$ cat src/hdl/sft_pkg.sv
package sft_pkg;

    localparam int CMD_W   = 3;
    localparam int IDX_W   = 3;
    localparam int DLY_W   = 16;
    localparam int KIND_W  = 2;
    localparam int MASK_W  = 8;

    localparam logic [CMD_W-1:0] CMD_TICK     = 3'd0;
    localparam logic [CMD_W-1:0] CMD_START    = 3'd1;
    localparam logic [CMD_W-1:0] CMD_PAUSE    = 3'd2;
    localparam logic [CMD_W-1:0] CMD_STOP     = 3'd3;
    localparam logic [CMD_W-1:0] CMD_RESTART  = 3'd4;
    localparam logic [CMD_W-1:0] CMD_SETDELAY = 3'd5;

    localparam logic [KIND_W-1:0] KIND_NONE     = 2'd0;
    localparam logic [KIND_W-1:0] KIND_ONE_SHOT = 2'd1;

    localparam logic [6:0] MS_LAST    = 7'd99;
    localparam logic [3:0] UNIT_LAST  = 4'd9;
    localparam logic [3:0] TENTH_LAST = 4'd9;
    localparam logic [2:0] SEC_LAST   = 3'd4;
    localparam logic [1:0] FIVE_LAST  = 2'd1;

    typedef struct packed {
        logic e10ms;
        logic e100ms;
        logic e1s;
        logic e5s;
        logic e10s;
    } t_events;

    typedef struct packed {
        logic              valid;
        logic [CMD_W-1:0]  cmd;
        logic [IDX_W-1:0]  idx;
        logic [DLY_W-1:0]  dly;
        logic [KIND_W-1:0] kind;
        logic              notify;
        t_events           events;
        logic [MASK_W-1:0] mask;
    } t_tok;

endpackage

$ cat src/hdl/sft_req_if.sv
interface sft_req_if;
    logic        valid;
    logic        ready;
    logic [2:0]  command;
    logic [2:0]  timer_index;
    logic [15:0] delay_value;
    logic [1:0]  timer_mode;
    logic        notify_enable;

    modport source (output valid, command, timer_index, delay_value, timer_mode,
                    notify_enable, input ready);
    modport sink (input valid, command, timer_index, delay_value, timer_mode,
                  notify_enable, output ready);
endinterface

$ cat src/hdl/sft_rsp_if.sv
interface sft_rsp_if;
    logic       valid;
    logic       ready;
    logic [7:0] fired_mask;
    logic       event_10ms;
    logic       event_100ms;
    logic       event_1s;
    logic       event_5s;
    logic       event_10s;

    modport source (output valid, fired_mask, event_10ms, event_100ms, event_1s,
                    event_5s, event_10s, input ready);
    modport sink (input valid, fired_mask, event_10ms, event_100ms, event_1s,
                  event_5s, event_10s, output ready);
endinterface

$ cat src/hdl/software_timer_bank_core.sv
// channel  dir  modport        payload
// i_req    in   sft_req_if     command, timer_index, delay_value, timer_mode, notify_enable
// o_rsp    out  sft_rsp_if     fired_mask, event_10ms .. event_10s
//
// Each request walks the timer cells one per cycle, from the first cell to the last.
// The cell chain holds one request at a time; the divider counters update on each accepted tick.
// A finished response parks in a hold register if o_rsp is stalled; i_req waits for it.
// Synchronous active-low reset clears all timers and dividers.
module software_timer_bank_core
    import sft_pkg::*;
#(
    parameter int NUM_TIMERS = 8
) (
    input  logic i_clk,
    input  logic i_rst_n,
    sft_req_if.sink   i_req,
    sft_rsp_if.source o_rsp
);

    t_tok    w_tok [NUM_TIMERS+1];
    t_events w_evt;
    logic    [NUM_TIMERS-1:0] w_busy_vec;
    logic    w_busy;
    logic    w_accept;
    logic    w_take;
    logic    w_done;

    logic    r_out_valid;
    t_tok    r_out;
    logic    r_hold_valid;
    t_tok    r_hold;

    assign i_req.ready = !w_busy && !r_hold_valid;
    assign w_accept    = i_req.valid && i_req.ready;
    assign w_take      = r_out_valid && o_rsp.ready;
    assign w_done      = w_tok[NUM_TIMERS].valid;

    sft_div u_div (
        .i_clk   (i_clk),
        .i_rst_n (i_rst_n),
        .i_tick  (w_accept && i_req.command == CMD_TICK),
        .o_evt   (w_evt)
    );

    always_comb begin
        w_tok[0].valid  = w_accept;
        w_tok[0].cmd    = i_req.command;
        w_tok[0].idx    = i_req.timer_index;
        w_tok[0].dly    = i_req.delay_value;
        w_tok[0].kind   = i_req.timer_mode;
        w_tok[0].notify = i_req.notify_enable;
        w_tok[0].events = w_evt;
        w_tok[0].mask   = '0;
    end

    for (genvar g = 0; g < NUM_TIMERS; g++) begin : g_cell
        sft_cell #(.INDEX(g)) u_cell (
            .i_clk   (i_clk),
            .i_rst_n (i_rst_n),
            .i_tok   (w_tok[g]),
            .o_tok   (w_tok[g+1])
        );
        assign w_busy_vec[g] = w_tok[g+1].valid;
    end

    assign w_busy = |w_busy_vec;

    always_ff @(posedge i_clk) begin
        if (!i_rst_n) begin
            r_out_valid  <= 1'b0;
            r_hold_valid <= 1'b0;
        end else if (w_done) begin
            if (!r_out_valid || w_take) begin
                r_out_valid <= 1'b1;
            end else begin
                r_hold_valid <= 1'b1;
            end
        end else if (w_take) begin
            r_out_valid  <= r_hold_valid;
            r_hold_valid <= 1'b0;
        end
    end

    always_ff @(posedge i_clk) begin
        if (w_done) begin
            if (!r_out_valid || w_take) begin
                r_out <= w_tok[NUM_TIMERS];
            end else begin
                r_hold <= w_tok[NUM_TIMERS];
            end
        end else if (w_take && r_hold_valid) begin
            r_out <= r_hold;
        end
    end

    assign o_rsp.valid       = r_out_valid;
    assign o_rsp.fired_mask  = r_out.mask;
    assign o_rsp.event_10ms  = r_out.events.e10ms;
    assign o_rsp.event_100ms = r_out.events.e100ms;
    assign o_rsp.event_1s    = r_out.events.e1s;
    assign o_rsp.event_5s    = r_out.events.e5s;
    assign o_rsp.event_10s   = r_out.events.e10s;

    a_one_request: assert property (@(posedge i_clk) disable iff (!i_rst_n)
        $onehot0(w_busy_vec))
        else $error("more than one request in the cell chain");

    a_hold_needs_out: assert property (@(posedge i_clk) disable iff (!i_rst_n)
        r_hold_valid |-> r_out_valid)
        else $error("hold register full while output empty");

    a_accept_enters: assert property (@(posedge i_clk) disable iff (!i_rst_n)
        w_accept |=> w_tok[1].valid)
        else $error("accepted request did not enter first cell");

    a_done_no_hold: assert property (@(posedge i_clk) disable iff (!i_rst_n)
        w_done |-> !r_hold_valid)
        else $error("request finished while hold register full");

endmodule

$ cat src/hdl/sft_div.sv
module sft_div
    import sft_pkg::*;
(
    input  logic    i_clk,
    input  logic    i_rst_n,
    input  logic    i_tick,
    output t_events o_evt
);

    logic [6:0] r_ms, n_ms;
    logic [3:0] r_unit, n_unit;
    logic [3:0] r_tenth, n_tenth;
    logic [2:0] r_sec, n_sec;
    logic [1:0] r_five, n_five;

    always_comb begin
        n_ms    = r_ms;
        n_unit  = r_unit;
        n_tenth = r_tenth;
        n_sec   = r_sec;
        n_five  = r_five;
        o_evt   = '0;
        if (i_tick) begin
            if (r_ms == MS_LAST) begin
                n_ms         = '0;
                n_unit       = '0;
                o_evt.e100ms = 1'b1;
                if (r_tenth == TENTH_LAST) begin
                    n_tenth   = '0;
                    o_evt.e1s = 1'b1;
                    if (r_sec == SEC_LAST) begin
                        n_sec     = '0;
                        o_evt.e5s = 1'b1;
                        if (r_five == FIVE_LAST) begin
                            n_five     = '0;
                            o_evt.e10s = 1'b1;
                        end else begin
                            n_five = r_five + 2'd1;
                        end
                    end else begin
                        n_sec = r_sec + 3'd1;
                    end
                end else begin
                    n_tenth = r_tenth + 4'd1;
                end
            end else begin
                n_ms = r_ms + 7'd1;
                if (r_unit == UNIT_LAST) begin
                    n_unit      = '0;
                    o_evt.e10ms = 1'b1;
                end else begin
                    n_unit = r_unit + 4'd1;
                end
            end
        end
    end

    always_ff @(posedge i_clk) begin
        if (!i_rst_n) begin
            r_ms    <= '0;
            r_unit  <= '0;
            r_tenth <= '0;
            r_sec   <= '0;
            r_five  <= '0;
        end else begin
            r_ms    <= n_ms;
            r_unit  <= n_unit;
            r_tenth <= n_tenth;
            r_sec   <= n_sec;
            r_five  <= n_five;
        end
    end

endmodule

$ cat src/hdl/sft_cell.sv
module sft_cell
    import sft_pkg::*;
#(
    parameter int INDEX = 0
) (
    input  logic i_clk,
    input  logic i_rst_n,
    input  t_tok i_tok,
    output t_tok o_tok
);

    logic              r_en, n_en;
    logic [DLY_W-1:0]  r_dly, n_dly;
    logic [DLY_W-1:0]  r_cnt, n_cnt;
    logic [KIND_W-1:0] r_kind, n_kind;
    logic              r_notify, n_notify;
    t_tok              r_tok, n_tok;

    logic [DLY_W-1:0]  w_inc;
    logic              w_hit;
    logic              w_fire;

    assign w_inc = r_cnt + 16'd1;
    assign w_hit = (INDEX < 8) && (i_tok.idx == IDX_W'(INDEX));

    always_comb begin
        n_en     = r_en;
        n_dly    = r_dly;
        n_cnt    = r_cnt;
        n_kind   = r_kind;
        n_notify = r_notify;
        w_fire   = 1'b0;
        n_tok    = i_tok;
        if (i_tok.valid) begin
            if (i_tok.cmd == CMD_TICK) begin
                if (r_en) begin
                    n_cnt = w_inc;
                    if (w_inc == r_dly && r_kind != KIND_NONE) begin
                        n_cnt  = '0;
                        w_fire = r_notify;
                        if (r_kind == KIND_ONE_SHOT) begin
                            n_en     = 1'b0;
                            n_dly    = '0;
                            n_kind   = KIND_NONE;
                            n_notify = 1'b0;
                        end
                    end
                end
            end else if (w_hit) begin
                unique case (i_tok.cmd)
                    CMD_START: begin
                        n_en     = 1'b1;
                        n_dly    = i_tok.dly;
                        n_cnt    = '0;
                        n_kind   = i_tok.kind;
                        n_notify = i_tok.notify;
                    end
                    CMD_PAUSE: begin
                        n_en = 1'b0;
                    end
                    CMD_STOP: begin
                        n_en     = 1'b0;
                        n_dly    = '0;
                        n_cnt    = '0;
                        n_kind   = KIND_NONE;
                        n_notify = 1'b0;
                    end
                    CMD_RESTART: begin
                        n_cnt = '0;
                    end
                    CMD_SETDELAY: begin
                        n_cnt = '0;
                        n_dly = i_tok.dly;
                    end
                    default: begin
                    end
                endcase
            end
        end
        if (w_fire) begin
            n_tok.mask = i_tok.mask | (MASK_W'(1) << INDEX);
        end
    end

    always_ff @(posedge i_clk) begin
        if (!i_rst_n) begin
            r_en     <= 1'b0;
            r_dly    <= '0;
            r_cnt    <= '0;
            r_kind   <= KIND_NONE;
            r_notify <= 1'b0;
            r_tok    <= '0;
        end else begin
            r_en     <= n_en;
            r_dly    <= n_dly;
            r_cnt    <= n_cnt;
            r_kind   <= n_kind;
            r_notify <= n_notify;
            r_tok    <= n_tok;
        end
    end

    assign o_tok = r_tok;

endmodule

$ cat src/flat_wrapper.sv
// flat-port wrapper written by rule: the top's interface ports become plain ports
module software_timer_bank_core_flat import sft_pkg::*;
#(
    parameter int NUM_TIMERS = 8
)
  (i_clk, i_rst_n, i_req_valid, i_req_command, i_req_timer_index, i_req_delay_value, i_req_timer_mode, i_req_notify_enable, i_req_ready, o_rsp_valid, o_rsp_fired_mask, o_rsp_event_10ms, o_rsp_event_100ms, o_rsp_event_1s, o_rsp_event_5s, o_rsp_event_10s, o_rsp_ready);
  sft_req_if i_req_i ();
  sft_rsp_if o_rsp_i ();
  input  logic i_clk;
  input  logic i_rst_n;
  input wire logic [$bits(i_req_i.valid)-1:0] i_req_valid;
  input wire logic [$bits(i_req_i.command)-1:0] i_req_command;
  input wire logic [$bits(i_req_i.timer_index)-1:0] i_req_timer_index;
  input wire logic [$bits(i_req_i.delay_value)-1:0] i_req_delay_value;
  input wire logic [$bits(i_req_i.timer_mode)-1:0] i_req_timer_mode;
  input wire logic [$bits(i_req_i.notify_enable)-1:0] i_req_notify_enable;
  output wire logic [$bits(i_req_i.ready)-1:0] i_req_ready;
  output wire logic [$bits(o_rsp_i.valid)-1:0] o_rsp_valid;
  output wire logic [$bits(o_rsp_i.fired_mask)-1:0] o_rsp_fired_mask;
  output wire logic [$bits(o_rsp_i.event_10ms)-1:0] o_rsp_event_10ms;
  output wire logic [$bits(o_rsp_i.event_100ms)-1:0] o_rsp_event_100ms;
  output wire logic [$bits(o_rsp_i.event_1s)-1:0] o_rsp_event_1s;
  output wire logic [$bits(o_rsp_i.event_5s)-1:0] o_rsp_event_5s;
  output wire logic [$bits(o_rsp_i.event_10s)-1:0] o_rsp_event_10s;
  input wire logic [$bits(o_rsp_i.ready)-1:0] o_rsp_ready;
  assign i_req_i.valid = i_req_valid;
  assign i_req_i.command = i_req_command;
  assign i_req_i.timer_index = i_req_timer_index;
  assign i_req_i.delay_value = i_req_delay_value;
  assign i_req_i.timer_mode = i_req_timer_mode;
  assign i_req_i.notify_enable = i_req_notify_enable;
  assign i_req_ready = i_req_i.ready;
  assign o_rsp_valid = o_rsp_i.valid;
  assign o_rsp_fired_mask = o_rsp_i.fired_mask;
  assign o_rsp_event_10ms = o_rsp_i.event_10ms;
  assign o_rsp_event_100ms = o_rsp_i.event_100ms;
  assign o_rsp_event_1s = o_rsp_i.event_1s;
  assign o_rsp_event_5s = o_rsp_i.event_5s;
  assign o_rsp_event_10s = o_rsp_i.event_10s;
  assign o_rsp_i.ready = o_rsp_ready;
  software_timer_bank_core #(.NUM_TIMERS(NUM_TIMERS)) u_core (.i_clk(i_clk), .i_rst_n(i_rst_n), .i_req(i_req_i), .o_rsp(o_rsp_i));
endmodule
$ cat config.mk
export PLATFORM = sky130hd
export DESIGN_NAME = software_timer_bank_core_flat
export DESIGN_NICKNAME = d
export VERILOG_FILES = /design/src/hdl/sft_pkg.sv /design/src/hdl/sft_req_if.sv /design/src/hdl/sft_rsp_if.sv /design/src/hdl/software_timer_bank_core.sv /design/src/hdl/sft_div.sv /design/src/hdl/sft_cell.sv /design/src/flat_wrapper.sv
export SDC_FILE = /design/constraint.sdc
export NUM_CORES = 1
export LEC_CHECK = 0
export ABC_AREA = 1
export ABC_CLOCK_PERIOD_IN_PS = 6200
export BUFFER_PORTS_ARGS = -buffer_cell sky130_fd_sc_hd__buf_2
export CAP_MARGIN = 10
export CORE_ASPECT_RATIO = 1.2
export CORE_MARGIN = 10
export CORE_UTILIZATION = 46
export CTS_BUF_LIST = sky130_fd_sc_hd__clkbuf_8
export DETAILED_ROUTE_END_ITERATION = 8
export HOLD_SLACK_MARGIN = 0.02
export PLACE_DENSITY = 0.6
export SYNTH_ARGS = -nofsm -noshare
export SYNTH_HDL_FRONTEND = slang
export SYNTH_SLANG_ARGS = --single-unit
$ cat constraint.sdc
create_clock -name i_clk -period 6.2 [get_ports i_clk]
set_input_delay 0 -clock i_clk [delete_from_list [all_inputs] [get_ports i_clk]]
set_output_delay 0 -clock i_clk [all_outputs]
set_load 0.02 [all_outputs]
# [Word-level counts from Yosys, hierarchy flattened]
# Cells that the tools add are included.
[classes] n_bitwise=3 n_reduce_logical=145 n_addsub=13 n_mux=292 eq_ne=94
[ops] operator="$mux 16" n=80
[ops] operator="$pmux 16 s2" n=8
[ops] operator="$add 16x1->16 const B" n=8
[ops] operator="$eq 16x16->1" n=8
[ops] operator="$mux 1" n=121
[ops] operator="$reduce_and 6->1" n=16
[ops] operator="$mux 2" n=43
[ops] operator="$reduce_bool 3->1" n=24
[ops] operator="$eq 3x3->1 const B" n=21
[ops] operator="$eq 3x2->1 const B" n=18
[ops] operator="$reduce_bool 2->1" n=26
[ops] operator="$reduce_and 4->1" n=10
[ops] operator="$mux 13" n=3
[ops] operator="$pmux 1 s2" n=16
[ops] operator="$pmux 2 s2" n=8
[ops] operator="$reduce_or 2->1" n=16
[ops] operator="$reduce_or 4->1" n=8
[ops] operator="$ne 2x1->1 const B" n=15
[ops] operator="$reduce_and 3->1" n=10
[ops] operator="$eq 3x1->1 const B" n=9
[ops] operator="$logic_not 3->1" n=9
[ops] operator="$ne 2x2->1 const B" n=11
[ops] operator="$mux 4" n=5
[ops] operator="$eq 2x1->1 const B" n=9
[ops] operator="19 further kinds" n=45
[word_totals] wordCells=697 ff_bits=616

# [Depth between registers and ports, before layout]
# Gate-level depths: netlist of the first run.
[logic_depth] word_depth=8 depth_mapped=20

# [Cells and area by module]
# Synthesis of the first run repeated with hierarchy kept, for this count alone.
[hier_totals] hier_cells=4052 area_unflattened_um2=29254.3
[by_module_without_submodules] mod="sft_cell (u_core.g_cell[0].u_cell)" seq_area_each_um2=1501.4 area_per_inst_um2=3495.9 cells_each=471 n_inst=1
[by_module_without_submodules] mod="sft_cell (u_core.g_cell[2].u_cell)" seq_area_each_um2=1501.4 area_per_inst_um2=3423.3 cells_each=464 n_inst=1
[by_module_without_submodules] mod="sft_cell (u_core.g_cell[6].u_cell)" seq_area_each_um2=1501.4 area_per_inst_um2=3382.0 cells_each=468 n_inst=1
[by_module_without_submodules] mod="sft_cell (u_core.g_cell[5].u_cell)" seq_area_each_um2=1501.4 area_per_inst_um2=3363.2 cells_each=483 n_inst=1
[by_module_without_submodules] mod="sft_cell (u_core.g_cell[4].u_cell)" seq_area_each_um2=1501.4 area_per_inst_um2=3354.5 cells_each=499 n_inst=1
[by_module_without_submodules] mod="sft_cell (u_core.g_cell[7].u_cell)" seq_area_each_um2=1501.4 area_per_inst_um2=3350.7 cells_each=487 n_inst=1
[by_module_without_submodules] mod="sft_cell (u_core.g_cell[1].u_cell)" seq_area_each_um2=1501.4 area_per_inst_um2=3342.0 cells_each=461 n_inst=1
[by_module_without_submodules] mod="sft_cell (u_core.g_cell[3].u_cell)" seq_area_each_um2=1501.4 area_per_inst_um2=3335.7 cells_each=464 n_inst=1
[by_module_without_submodules] mod="software_timer_bank_core" seq_area_each_um2=820.8 area_per_inst_um2=1133.6 cells_each=100 n_inst=1
[by_module_without_submodules] mod="sft_div" seq_area_each_um2=400.4 area_per_inst_um2=1073.5 cells_each=155 n_inst=1

# [Worst setup path after synthesis of the first run]
# Ideal clock, no wire load.
[synth_timing] path_type="reg-to-reg" start="register u_core.g_cell[7].u_cell.r_tok (netlist bit u_core.g_cell[7].u_cell.o_tok[38])" end="register u_core.u_div.r_five[0]" setup_time_ns=0.125 slack_ns=3.764 t_required_ns=6.075 path_stages_with_launch=14 n_path_buf=1 arrival_time_ns=2.312 path_cell_list="dfxtp_1 > buf_2 > nor2_1 > nand2_1 > nor3_1 > nand2_1 > nor2_1 > inv_2 > nor2_2 > inv_1 > nor2_2 > nand3_1 > o21ai_0 > a21oi_1"
[synth_via] elab_chain_len=6
[synth_lines] element="from (decl)" line_no="sft_cell.sv:17" rtl="t_tok r_tok, n_tok;"
[synth_lines] element="from (signal assigned)" line_no="sft_cell.sv:99" rtl="r_tok <= n_tok;"
[synth_lines] element="$reduce_or 8->1" line_no="software_timer_bank_core.sv:66" rtl="assign w_busy = |w_busy_vec;"
[synth_lines] element="$logic_not 1->1" line_no="software_timer_bank_core.sv:33" rtl="assign i_req.ready = !w_busy && !r_hold_valid;"
[synth_lines] element="$logic_and 1x1->1" line_no="software_timer_bank_core.sv:33"
[synth_lines] element="via i_req_ready" line_no="flat_wrapper.sv:17" rtl="output wire logic [$bits(i_req_i.ready)-1:0] i_req_ready;"
[synth_lines] element="$logic_and 1x1->1" line_no="software_timer_bank_core.sv:34" rtl="assign w_accept = i_req.valid && i_req.ready;"
[synth_lines] element="$logic_and 1x1->1" line_no="software_timer_bank_core.sv:41" rtl=".i_tick (w_accept && i_req.command == CMD_TICK),"
[synth_lines] element="$reduce_and 4->1 (no source line)"
[synth_lines] element="to (signal assigned)" line_no="sft_div.sv:70" rtl="r_five <= n_five;"
[synth_lines] element="to (decl)" line_no="sft_div.sv:14" rtl="logic [1:0] r_five, n_five;"
# The timed path passes the listed nets, and every way through them passes these cells.
# A chain may end at the register's enable or synchronous reset.

# [Final worst setup path of the first run]
[layout_timing] start="register u_core.g_cell[7].u_cell.r_tok (netlist bit u_core.g_cell[7].u_cell.o_tok[38])" end="register u_core.g_cell[0].u_cell.r_dly[6]"
[layout_via] elab_chain_len=5
[layout_lines] element="$reduce_or 8->1" line_no="software_timer_bank_core.sv:66"
[layout_lines] element="$logic_not 1->1" line_no="software_timer_bank_core.sv:33"
[layout_lines] element="$logic_and 1x1->1" line_no="software_timer_bank_core.sv:33"
[layout_lines] element="$logic_and 1x1->1" line_no="software_timer_bank_core.sv:34"
[layout_lines] element="$reduce_and 6->1 (no source line)"
[layout_lines] element="to (signal assigned)" line_no="sft_cell.sv:95" rtl="r_dly <= n_dly;"
[layout_lines] element="to (decl)" line_no="sft_cell.sv:13" rtl="logic [DLY_W-1:0] r_dly, n_dly;"
# Every way passes these cells.

==> flow_summary_export.csv, run 1 <==
group,metric,value,unit
sta,grt_setup_unrepaired,"no",
sta,fin_setup_tns,0,ns
place,place.gp.congestion,0.8917,
min_path,hold-path-endpoint,"u_core.r_hold_valid",
drt,vias_per_cell,4.841,
yosys,yosysWarnings,0,
worst_setup_path,r2r-start,"u_core.g_cell[7].u_cell.o_tok[38]",
clocking,ctsResizeCount,0,
worst_setup_path,worst-path-buf-inv,0,
power_and_ir_drop,leakagePower,15.33,nW
min_path,min_path_cells,5,
power_and_ir_drop,ir_drop,0.2428,mV
clocking,cts_buffers,98,
grt,track_usage,20.20,%
drt,wl_per_cell,14.04,um
yosys,syn_area_per_cell,6.646,um^2
die,rows,98,
place,post-place-ws,2.859,ns
drt,vias,25070,
cells_and_area,layout-drive-gt1-share,6.421,%
worst_setup_path,path_cells,"nor2_1 -> nand2_1 -> nor3_1 -> nand2_1 -> a21oi_1 -> nand2_1 -> a21oi_2 -> nand3_2 -> nor2_1 -> nor2_1",
sta,hold_violations,0,
sta,fmax,287.8,MHz
die,core,59840,um^2
worst_setup_path,endpoint_kind,"register",
place,detailed_place_hpwl,51.59,mm
min_path,worst_hold_path_type,"in2reg",
yosys,synth_nets,4234,
yosys,ys_ff_latch,595,
worst_setup_path,r2r-end,"u_core.g_cell[0].u_cell.r_dly[6]",
yosys,ys_seq_area_share,43.67,%
grt,antenna_found_initial,2,
yosys,syn_inst,4194,
yosys,ys.flop_type,"dfxtp_1",
power_and_ir_drop,p_per_area,253.4,nW/um^2
clocking,cts.sinks,595,
sta,worst_pin_slew,1.250,ns
yosys,async_flop_share,0,%
grt,first_global_vias,23920,
clocking,tritoncts,"yes",
clocking,h-tree-depth,3,
die,fp.dieH,289.7,um
worst_setup_path,worst_r2r_path_depth,10,
worst_setup_path,cp_top_family,"simple AND/OR/NAND/NOR gates",
cells_and_area,area_growth,13.24,%
sta,slew-limit-headroom,16.38,%
worst_setup_path,worst_path_max_delay_cell,"nor3_1",
worst_setup_path,worst_ep_required_time,6.78,ns
worst_setup_path,critPathArrivalTime,4.05,ns
drt,drt_first_pass_iters,6,
die,dieArea,70880,um^2
job,max_cap_violations,0,
worst_setup_path,worst-path-max-fanout,23,
grt,grt_overflow,0,
clocking,cts_buffer_depth,3,
die,die_x,244.7,um
drt,ant_nets,0,
sta,hold_ws,0.1462,ns
sta,fin_crit_sh,56.04,%
worst_setup_path,reg2reg_slack,2.73,ns
cells_and_area,final_nets,4332,
drt,drtIter0Drc,1431,
clocking,cts.clk_slew.worst_paths,0.06,ns
yosys,syn-cell-area,27870,um^2
worst_setup_path,critPathKind,"reg2reg",
die,io_pins,44,
worst_setup_path,start_kind,"register",
status,outcome,"completed",
yosys,yosysUniqueCellTypes,55,
sta,fin_ws,2.726,ns
grt,grt_pass1_wl,118.1,mm
yosys,synth_edf_count,26,
place,port_buffers,43,
sta,finalClockSkew,0.02620,ns
sta,min_period,3.474,ns
sta,maxSlewViolCount,0,
grt,grt_max_degree,204,
clocking,cts-root-buf,"clkbuf_8",
drt,drc,0,
drt,wirelength,72.72,mm
min_path,hp-start,"o_rsp_ready",
clocking,clock_latency,0.70,ns
die,start_util,46.58,%
worst_setup_path,cpPeakStageDelay,0.57,ns
sta,setup-violations-final,0,
==> worst min-delay path, delay by kind of cell <==
family / cells / cell delay, ns
AO/OA/AOI/OAI: 2 / 0.13
buffers and inverters: 2 / 0.61
AND/OR/NAND/NOR: 1 / 0.05
==> Yosys cell counts (6+ instances only) <==
cell type / number / area, um^2
nand4_1: 139 / 869.6
buf_2: 25 / 125.1
a21oi_1: 250 / 1251
xnor3_1: 6 / 135.1
nor4_1: 10 / 62.56
nand3_1: 280 / 1401
nand2_2: 6 / 37.54
nor2_1: 434 / 1629
nor2_4: 9 / 101.4
edfxtp_1: 26 / 780.8
nand3b_1: 26 / 195.2
xor2_1: 20 / 175.2
dfxtp_1: 569 / 11390
inv_2: 6 / 22.52
or2_2: 7 / 43.79
inv_1: 685 / 2571
and2_1: 7 / 43.79
o22ai_1: 6 / 37.54
xnor2_1: 6 / 52.55
nor3_1: 31 / 155.2
o21ai_0: 47 / 235.2
ha_1: 11 / 137.6
nand2_1: 1405 / 5274
clkbuf_1: 86 / 322.8
nor2_2: 13 / 81.33
o21a_1: 7 / 52.55
o21bai_1: 11 / 82.58
==> flip-flops by register name, summed over array words and instances, names as in the netlist, 2 cells and up <==
signal and count:
u_core.g_cell.u_cell.r_en 8, u_core.g_cell.u_cell.r_notify 8, u_core.u_div.r_five 2, u_core.g_cell.u_cell.o_tok 259
u_core.g_cell.u_cell.r_cnt 128, u_core.o_rsp.fired_mask 8, u_core.u_div.r_sec 3, u_core.u_div.r_tenth 4
u_core.r_hold 13, u_core.g_cell.u_cell.r_dly 128, u_core.u_div.r_unit 4, u_core.g_cell.u_cell.r_kind 16
u_core.u_div.r_ms 7
==> through the flow <==
stage / area [um^2] / util, % / cells / power, mW
after floorplan: 27870 / - / 4194 / 4.140
after global placement: 28670 / 47.91 / 4927 / 4.220
after detailed placement: 28670 / 47.91 / 4927 / 4.220
after CTS: 31550 / 52.73 / 5175 / 8.108
after global routing: 31560 / 52.75 / 5178 / 8.299
final: 31560 / 52.75 / 5178 / 7.998
==> per-layer routing <==
metal	wire length, um	track usage, %	part of all wire [%]	vias to the layer above
met5	10	0	0.014	-
met4	2074	7.661	2.9	2
met3	2913	3.178	4.0	141
met2	37250	37.90	51	443
met1	30460	22.51	42	11250
li1	-	-	-	13240
==> where the power goes <==
part	internal, mW	switching (mW)
clock	2.21	1.62
sequential	3.88	0.0304
combinational	0.0802	0.177
==> worst max-delay path by stage <==
| stage | from | cells past startpoint | slack [ns] | endpoint |
|---|---|---|---|---|
| floorplan | u_core.g_cell[7].u_cell.o_tok[38] | 13 | 3.76 | u_core.u_div.r_five[0] |
| global placement | u_core.g_cell[7].u_cell.o_tok[38] | 10 | 2.89 | u_core.g_cell[0].u_cell.r_dly[6] |
| detailed placement | u_core.g_cell[7].u_cell.o_tok[38] | 10 | 2.86 | u_core.g_cell[0].u_cell.r_dly[6] |
| CTS | u_core.g_cell[7].u_cell.o_tok[38] | 10 | 2.81 | u_core.g_cell[0].u_cell.r_dly[6] |
| global route | u_core.g_cell[7].u_cell.o_tok[38] | 11 | 2.46 | u_core.g_cell[0].u_cell.r_dly[5] |
| finish | u_core.g_cell[7].u_cell.o_tok[38] | 10 | 2.73 | u_core.g_cell[0].u_cell.r_dly[6] |
==> placed cells by master (no fill, tap or decap), types with 5 or more instances in the layout <==
| master | instances |
|---|---|
| nor2_4 | 9 |
| a21oi_1 | 250 |
| nor2_1 | 434 |
| xor2_1 | 20 |
| and2_1 | 7 |
| edfxtp_1 | 26 |
| clkinv_2 | 16 |
| o22ai_1 | 6 |
| nand3b_1 | 26 |
| clkinv_1 | 6 |
| inv_2 | 5 |
| dfxtp_1 | 569 |
| nor3_1 | 31 |
| bufinv_16 | 8 |
| nor2_2 | 13 |
| buf_2 | 42 |
| ha_1 | 11 |
| o21a_1 | 7 |
| o21bai_1 | 11 |
| dlygate4sd3_1 | 64 |
| o21ai_0 | 47 |
| nand2_1 | 1405 |
| or2_2 | 7 |
| nor4_1 | 10 |
| nand2_2 | 6 |
| nand4_1 | 139 |
| clkbuf_8 | 129 |
| buf_4 | 14 |
| a211oi_1 | 5 |
| inv_1 | 707 |
| xnor3_1 | 6 |
| nand3_1 | 280 |
| nand3_2 | 5 |
| xnor2_1 | 6 |
==> layout make-up <==
cell class | count | area, um^2
fillers | 6111 | 28270
inverters | 694 | 2610
repair buffers | 122 | 991.0
flip-flops and latches | 595 | 12170
multi-input cells | 2781 | 12540
clock buffers | 129 | 1775
diodes | 2 | 5.005
clock inverters | 55 | 465.4
well taps | 800 | 1001
==> cells by family (layout without fill, tap and decap cells) <==
kind of cell | Yosys count | after routing | synth area share, %
and+or+nand+nor | 2389 | 2389 | 36.28
buffers and inverters | 818 | 1000 | 11.33
DFF | 595 | 595 | 43.67
AOI/OAI and AO/OA | 347 | 347 | 6.760
xor gates and xnor gates | 34 | 34 | 1.472
adders and majority gates | 11 | 11 | 0.4938
other | 0 | 2 | 0
==> repair_timing <==
action                    in CTS  in global routing
hold buffers                  64                  0
hold endpoints to repair     146                  0
setup buffers                  0                  0
(Power assumes the default switching activity.)
==> run 2: changes to the inputs <==
Settings changed: ABC_CLOCK_PERIOD_IN_PS 6200 to 3120, PLACE_DENSITY 0.6 to 0.63.
Clock period 6.2 ns to 3.12 ns, I/O delays scaled along.
==> flow_summary_export.csv, run 2 (synthesis results as in run 1) <==
group,metric,value,unit
cells_and_area,design_area,31420,um^2
sta,worst_pin_slew,0.7489,ns
worst_setup_path,cpPeakStageDelay,0.41,ns
worst_setup_path,critPathKind,"reg2reg",
sta,grt_setup_unrepaired,"no",
clocking,cts-root-buf,"clkbuf_8",
place,place_area,28970,um^2
cells_and_area,layout.cells.non_filler,5182,
die,fp.dieH,289.7,um
drt,vias,24890,
die,die_x,244.7,um
worst_setup_path,critPathArrivalTime,3.42,ns
worst_setup_path,worst_path_max_delay_cell,"dfxtp_1",
sta,fin_ws,0.2739,ns
worst_setup_path,worst-path-buf-inv,2,
grt,first_global_vias,23700,
grt,grt_overflow,0,
cells_and_area,largest_reg_flops,259,
sta,setup-violations-final,0,
grt,track_usage,19.56,%
sta,slew-limit-headroom,49.94,%
worst_setup_path,crit_top_cell,"nor2_1",
sta,fin_crit_sh,91.22,%
worst_setup_path,worst_ep_required_time,3.70,ns
drt,drc,0,
clocking,cts_buffer_depth,3,
die,rows,98,
sta,fin_setup_tns,0,ns
power_and_ir_drop,ir_drop,0.3459,mV
die,core,59840,um^2
drt,drt_first_pass_iters,6,
worst_setup_path,worst-path-max-fanout,16,
grt,grt_pass1_wl,114.9,mm
job,max_cap_violations,0,
worst_setup_path,path_cells,"ha_1 -> nand2_1 -> nor2_1 -> nand4_1 -> nand2_1 -> nor2_1 -> nor2_1 -> nand2_1 -> nor2_1 -> nand3_1 -> nand2_2 -> buf_4 -> nor2_4 -> buf_12 -> o21a_1",
power_and_ir_drop,p_total,15.25,mW
clocking,cts.clk_slew.worst_paths,0.06,ns
drt,vias_per_cell,4.803,
place,placedCellCount,4966,
place,post-place-ws,0.09157,ns
die,io_pins,44,
cells_and_area,multi_input_area,12580,um^2
cells_and_area,seq_area,12170,um^2
sta,fmax,351.4,MHz
power_and_ir_drop,leakagePower,15.39,nW
clocking,h-tree-depth,3,
min_path,worst_hold_path_type,"in2reg",
clocking,clock_latency,0.70,ns
sta,hold_ws,0.07342,ns
cells_and_area,final_nets,4344,
cells_and_area,mostFrequentLayoutCell,"nand2_1",
drt,wl_per_cell,13.64,um
cells_and_area,fillCellCount,6144,
sta,hold_violations,0,
status,outcome,"completed",
drt,ant_nets,0,
clocking,tritoncts,"yes",
grt,grt_max_degree,119,
clocking,cts_buffers,97,
drt,drtIter0Drc,1316,
clocking,cts.sinks,595,
grt,antenna_found_initial,1,
sta,min_period,2.846,ns
sta,finalClockSkew,0.03516,ns
worst_setup_path,cp_top_family,"simple AND/OR/NAND/NOR gates",
place,place.gp.congestion,0.8908,
cells_and_area,final_util,52.52,%
die,dieArea,70880,um^2
place,port_buffers,43,
cells_and_area,layout-drive-gt1-share,6.963,%
worst_setup_path,endpoint_kind,"register",
die,start_util,46.58,%
cells_and_area,area_growth,12.74,%
worst_setup_path,start_kind,"register",
cells_and_area,final_cell_mix,"1,404 x nand2_1, 720 x inv_1, 569 x dfxtp_1",
place,detailed_place_hpwl,51.27,mm
drt,wirelength,70.68,mm
sta,maxSlewViolCount,0,
power_and_ir_drop,p_per_area,485.2,nW/um^2
## run 2: changes by cell type in the layout (fill, tap and decap cells not counted), moves of 2 or more
| cell | before | now |
|---|---|---|
| clkbuf_8 | 129 | 121 |
| buf_4 | 14 | 51 |
| bufinv_16 | 8 | 4 |
| clkinv_2 | 16 | 9 |
| buf_12 | 1 | 3 |
| dlygate4sd3_1 | 64 | 36 |
| inv_8 | 1 | 3 |
| inv_1 | 707 | 720 |
| clkinvlp_4 | 3 | 0 |
| clkinv_1 | 6 | 3 |
## run 2: per-layer routing
metal	wire length [um]	vias to the layer above	global-route usage [%]
met5	0	-	0
li1	-	13260	-
met4	1878	0	7.459
met3	2546	114	2.902
met2	35840	422	36.07
met1	30420	11090	22.41
## run 2: report_power, final
group          switching [mW]  internal, mW
sequential             0.0580          7.71
clock                    3.13          3.84
combinational           0.353         0.156
## run 2: worst reg2reg max path: stages, from the launching register on
cell and delay, ns:
dfxtp_1 0.41, ha_1 0.19, nand2_1 0.15, nor2_1 0.35, nand4_1 0.15, nand2_1 0.12
nor2_1 0.05, nor2_1 0.14, nand2_1 0.07, nor2_1 0.17, nand3_1 0.14, nand2_2 0.21
buf_4 0.21, nor2_4 0.06, buf_12 0.15, o21a_1 0.17
## run 2: cell type report
| cell class | instances | area share, % |
|---|---|---|
| well taps | 800 | 3.185 |
| multi-input cells | 2783 | 40.04 |
| flip-flops and latches | 595 | 38.73 |
| clock inverters | 54 | 1.159 |
| clock buffers | 121 | 5.300 |
| diodes | 2 | 0.01593 |
| inverters | 694 | 8.298 |
| repair buffers | 133 | 3.273 |
## run 2: path summary, 6_finish.rpt
check / slack, ns / start / end / cells after the start
min: 0.07 / i_req_delay_value[4] / u_core.g_cell[0].u_cell.o_tok[20] / 4
max reg2reg: 0.27 / u_core.g_cell[7].u_cell.r_cnt[0] / u_core.g_cell[7].u_cell.r_cnt[0] / 15
min reg2reg: 0.41 / u_core.g_cell[1].u_cell.o_tok[8] / u_core.g_cell[2].u_cell.o_tok[8] / 2
max: 0.27 / u_core.g_cell[7].u_cell.r_cnt[0] / u_core.g_cell[7].u_cell.r_cnt[0] / 15
## run 2: what timing repair did
item,in CTS,in global routing
hold buffers,36,0
endpoints found under the setup margin,0,35
setup buffers,0,1
hold endpoints to repair,343,0
gates resized for setup,0,4
==> run 3: changes to the inputs <==
Settings changed: CORE_ASPECT_RATIO 1.2 to 0.5.
==> flow_summary_export.csv, run 3 (synthesis results as in run 1) <==
group,metric,value,unit
drt,drc,0,
sta,fmax,358.7,MHz
grt,grt_pass1_wl,117.9,mm
place,detailed_place_hpwl,50.59,mm
place,placedCellCount,4979,
drt,vias,25240,
drt,vias_per_cell,4.883,
grt,antenna_found_initial,0,
power_and_ir_drop,ir_drop,0.3131,mV
drt,wl_per_cell,13.63,um
sta,slew-limit-headroom,44.79,%
sta,worst_pin_slew,0.8281,ns
worst_setup_path,endpoint_kind,"register",
worst_setup_path,worst-path-max-fanout,5,
die,core,59590,um^2
grt,grt_overflow,0,
cells_and_area,area_growth,11.96,%
sta,finalClockSkew,0.03519,ns
status,outcome,"completed",
clocking,cts_setup_buffers,0,
grt,first_global_vias,23890,
die,start_util,46.77,%
worst_setup_path,start_kind,"register",
cells_and_area,layout-drive-gt1-share,6.769,%
clocking,cts-root-buf,"clkbuf_8",
clocking,cts.sinks,595,
die,die_x,368.1,um
sta,fin_ws,0.3319,ns
clocking,clock_latency,0.68,ns
grt,track_usage,19.34,%
cells_and_area,largest_reg_flops,259,
die,rows,63,
clocking,cts.clk_slew.worst_paths,0.07,ns
clocking,tritoncts,"yes",
grt,grt_max_degree,153,
job,max_cap_violations,0,
place,post-place-ws,0.06086,ns
min_path,worst_hold_path_type,"in2reg",
power_and_ir_drop,leakagePower,15.25,nW
sta,setup-violations-final,0,
cells_and_area,n_antenna_cell,0,
clocking,h-tree-depth,3,
cells_and_area,fillCellCount,6024,
cells_and_area,final_nets,4328,
place,port_buffers,43,
cells_and_area,design_area,31210,um^2
cells_and_area,multi_input_area,12590,um^2
clocking,cts_buffers,87,
drt,drt_first_pass_iters,5,
worst_setup_path,critPathKind,"reg2reg",
die,fp.dieH,194.1,um
sta,fin_crit_sh,89.36,%
sta,min_period,2.788,ns
worst_setup_path,critPathArrivalTime,3.33,ns
drt,wirelength,70.45,mm
drt,ant_nets,0,
place,place.gp.congestion,0.9202,
clocking,cts_buffer_depth,3,
die,dieArea,71440,um^2
cells_and_area,seq_area,12170,um^2
sta,hold_violations,0,
die,io_pins,44,
cells_and_area,mostFrequentLayoutCell,"nand2_1",
place,place_area,29020,um^2
cells_and_area,final_cell_mix,"1,405 x nand2_1, 717 x inv_1, 569 x dfxtp_1",
power_and_ir_drop,p_per_area,478.6,nW/um^2
drt,drtIter0Drc,1707,
cells_and_area,layout.cells.non_filler,5170,
sta,maxSlewViolCount,0,
worst_setup_path,worst_ep_required_time,3.67,ns
==> run 3: final cells by class <==
class	count	share of cell area (%)
Inverter	694	8.355
Clock buffer	101	4.454
Multi-Input combinational cell	2783	40.33
Clock inverter	58	1.459
Timing Repair Buffer	127	3.143
Sequential cell	595	39.00
Tap cell	812	3.256
==> run 3: power breakdown <==
| part | internal (mW) | switching (mW) |
|---|---|---|
| Combinational | 0.150 | 0.357 |
| Sequential | 7.71 | 0.0578 |
| Clock | 3.56 | 3.10 |
==> run 3: metrics by stage <==
stage               power, mW  hold slack, ns  setup TNS, ns  utilization [%]
floorplan               8.226         0.09345              0                -
global placement        8.408          0.2041              0            48.70
detailed placement      8.412          0.2092              0            48.70
CTS                     15.13         0.03514              0            52.30
global route            15.54         0.06827       -0.01483            52.37
finish                  14.94         0.08551              0            52.37
==> run 3: what timing repair did <==
action	CTS	global route
endpoints found under the setup margin	0	74
resized for setup	0	7
hold endpoints to repair	152	0
hold buffers	30	0
==> run 3: per-layer routing <==
metal  wire, um  GRT usage, %
met1      33720         25.78
met2      31780         31.42
met3       2871         3.172
met4       2079         6.670
met5          0             0
==> run 3: worst paths after layout <==
| kind | startpoint | end | slack, ns | cells past startpoint |
|---|---|---|---|---|
| hold / removal | i_req_delay_value[3] | u_core.g_cell[0].u_cell.o_tok[19] | 0.09 | 4 |
| setup reg to reg | u_core.g_cell[0].u_cell.o_tok[38] | u_core.u_div.r_five[0] | 0.33 | 13 |
| setup / recovery | u_core.g_cell[0].u_cell.o_tok[38] | u_core.u_div.r_five[0] | 0.33 | 13 |
| hold reg to reg | u_core.g_cell[6].u_cell.o_tok[5] | u_core.g_cell[7].u_cell.o_tok[5] | 0.40 | 2 |
==> run 3: worst max-delay path, stage by stage, from the launching register on <==
cell and delay [ns]:
dfxtp_1 0.33, nor2_1 0.25, nand2_1 0.16, nor3_1 0.25, buf_4 0.20, nand2_1 0.25, nor2_1 0.28, inv_2 0.06
nor2_2 0.11, inv_1 0.08, nor2_2 0.23, nand3_1 0.14, o21ai_0 0.24, a21oi_1 0.06
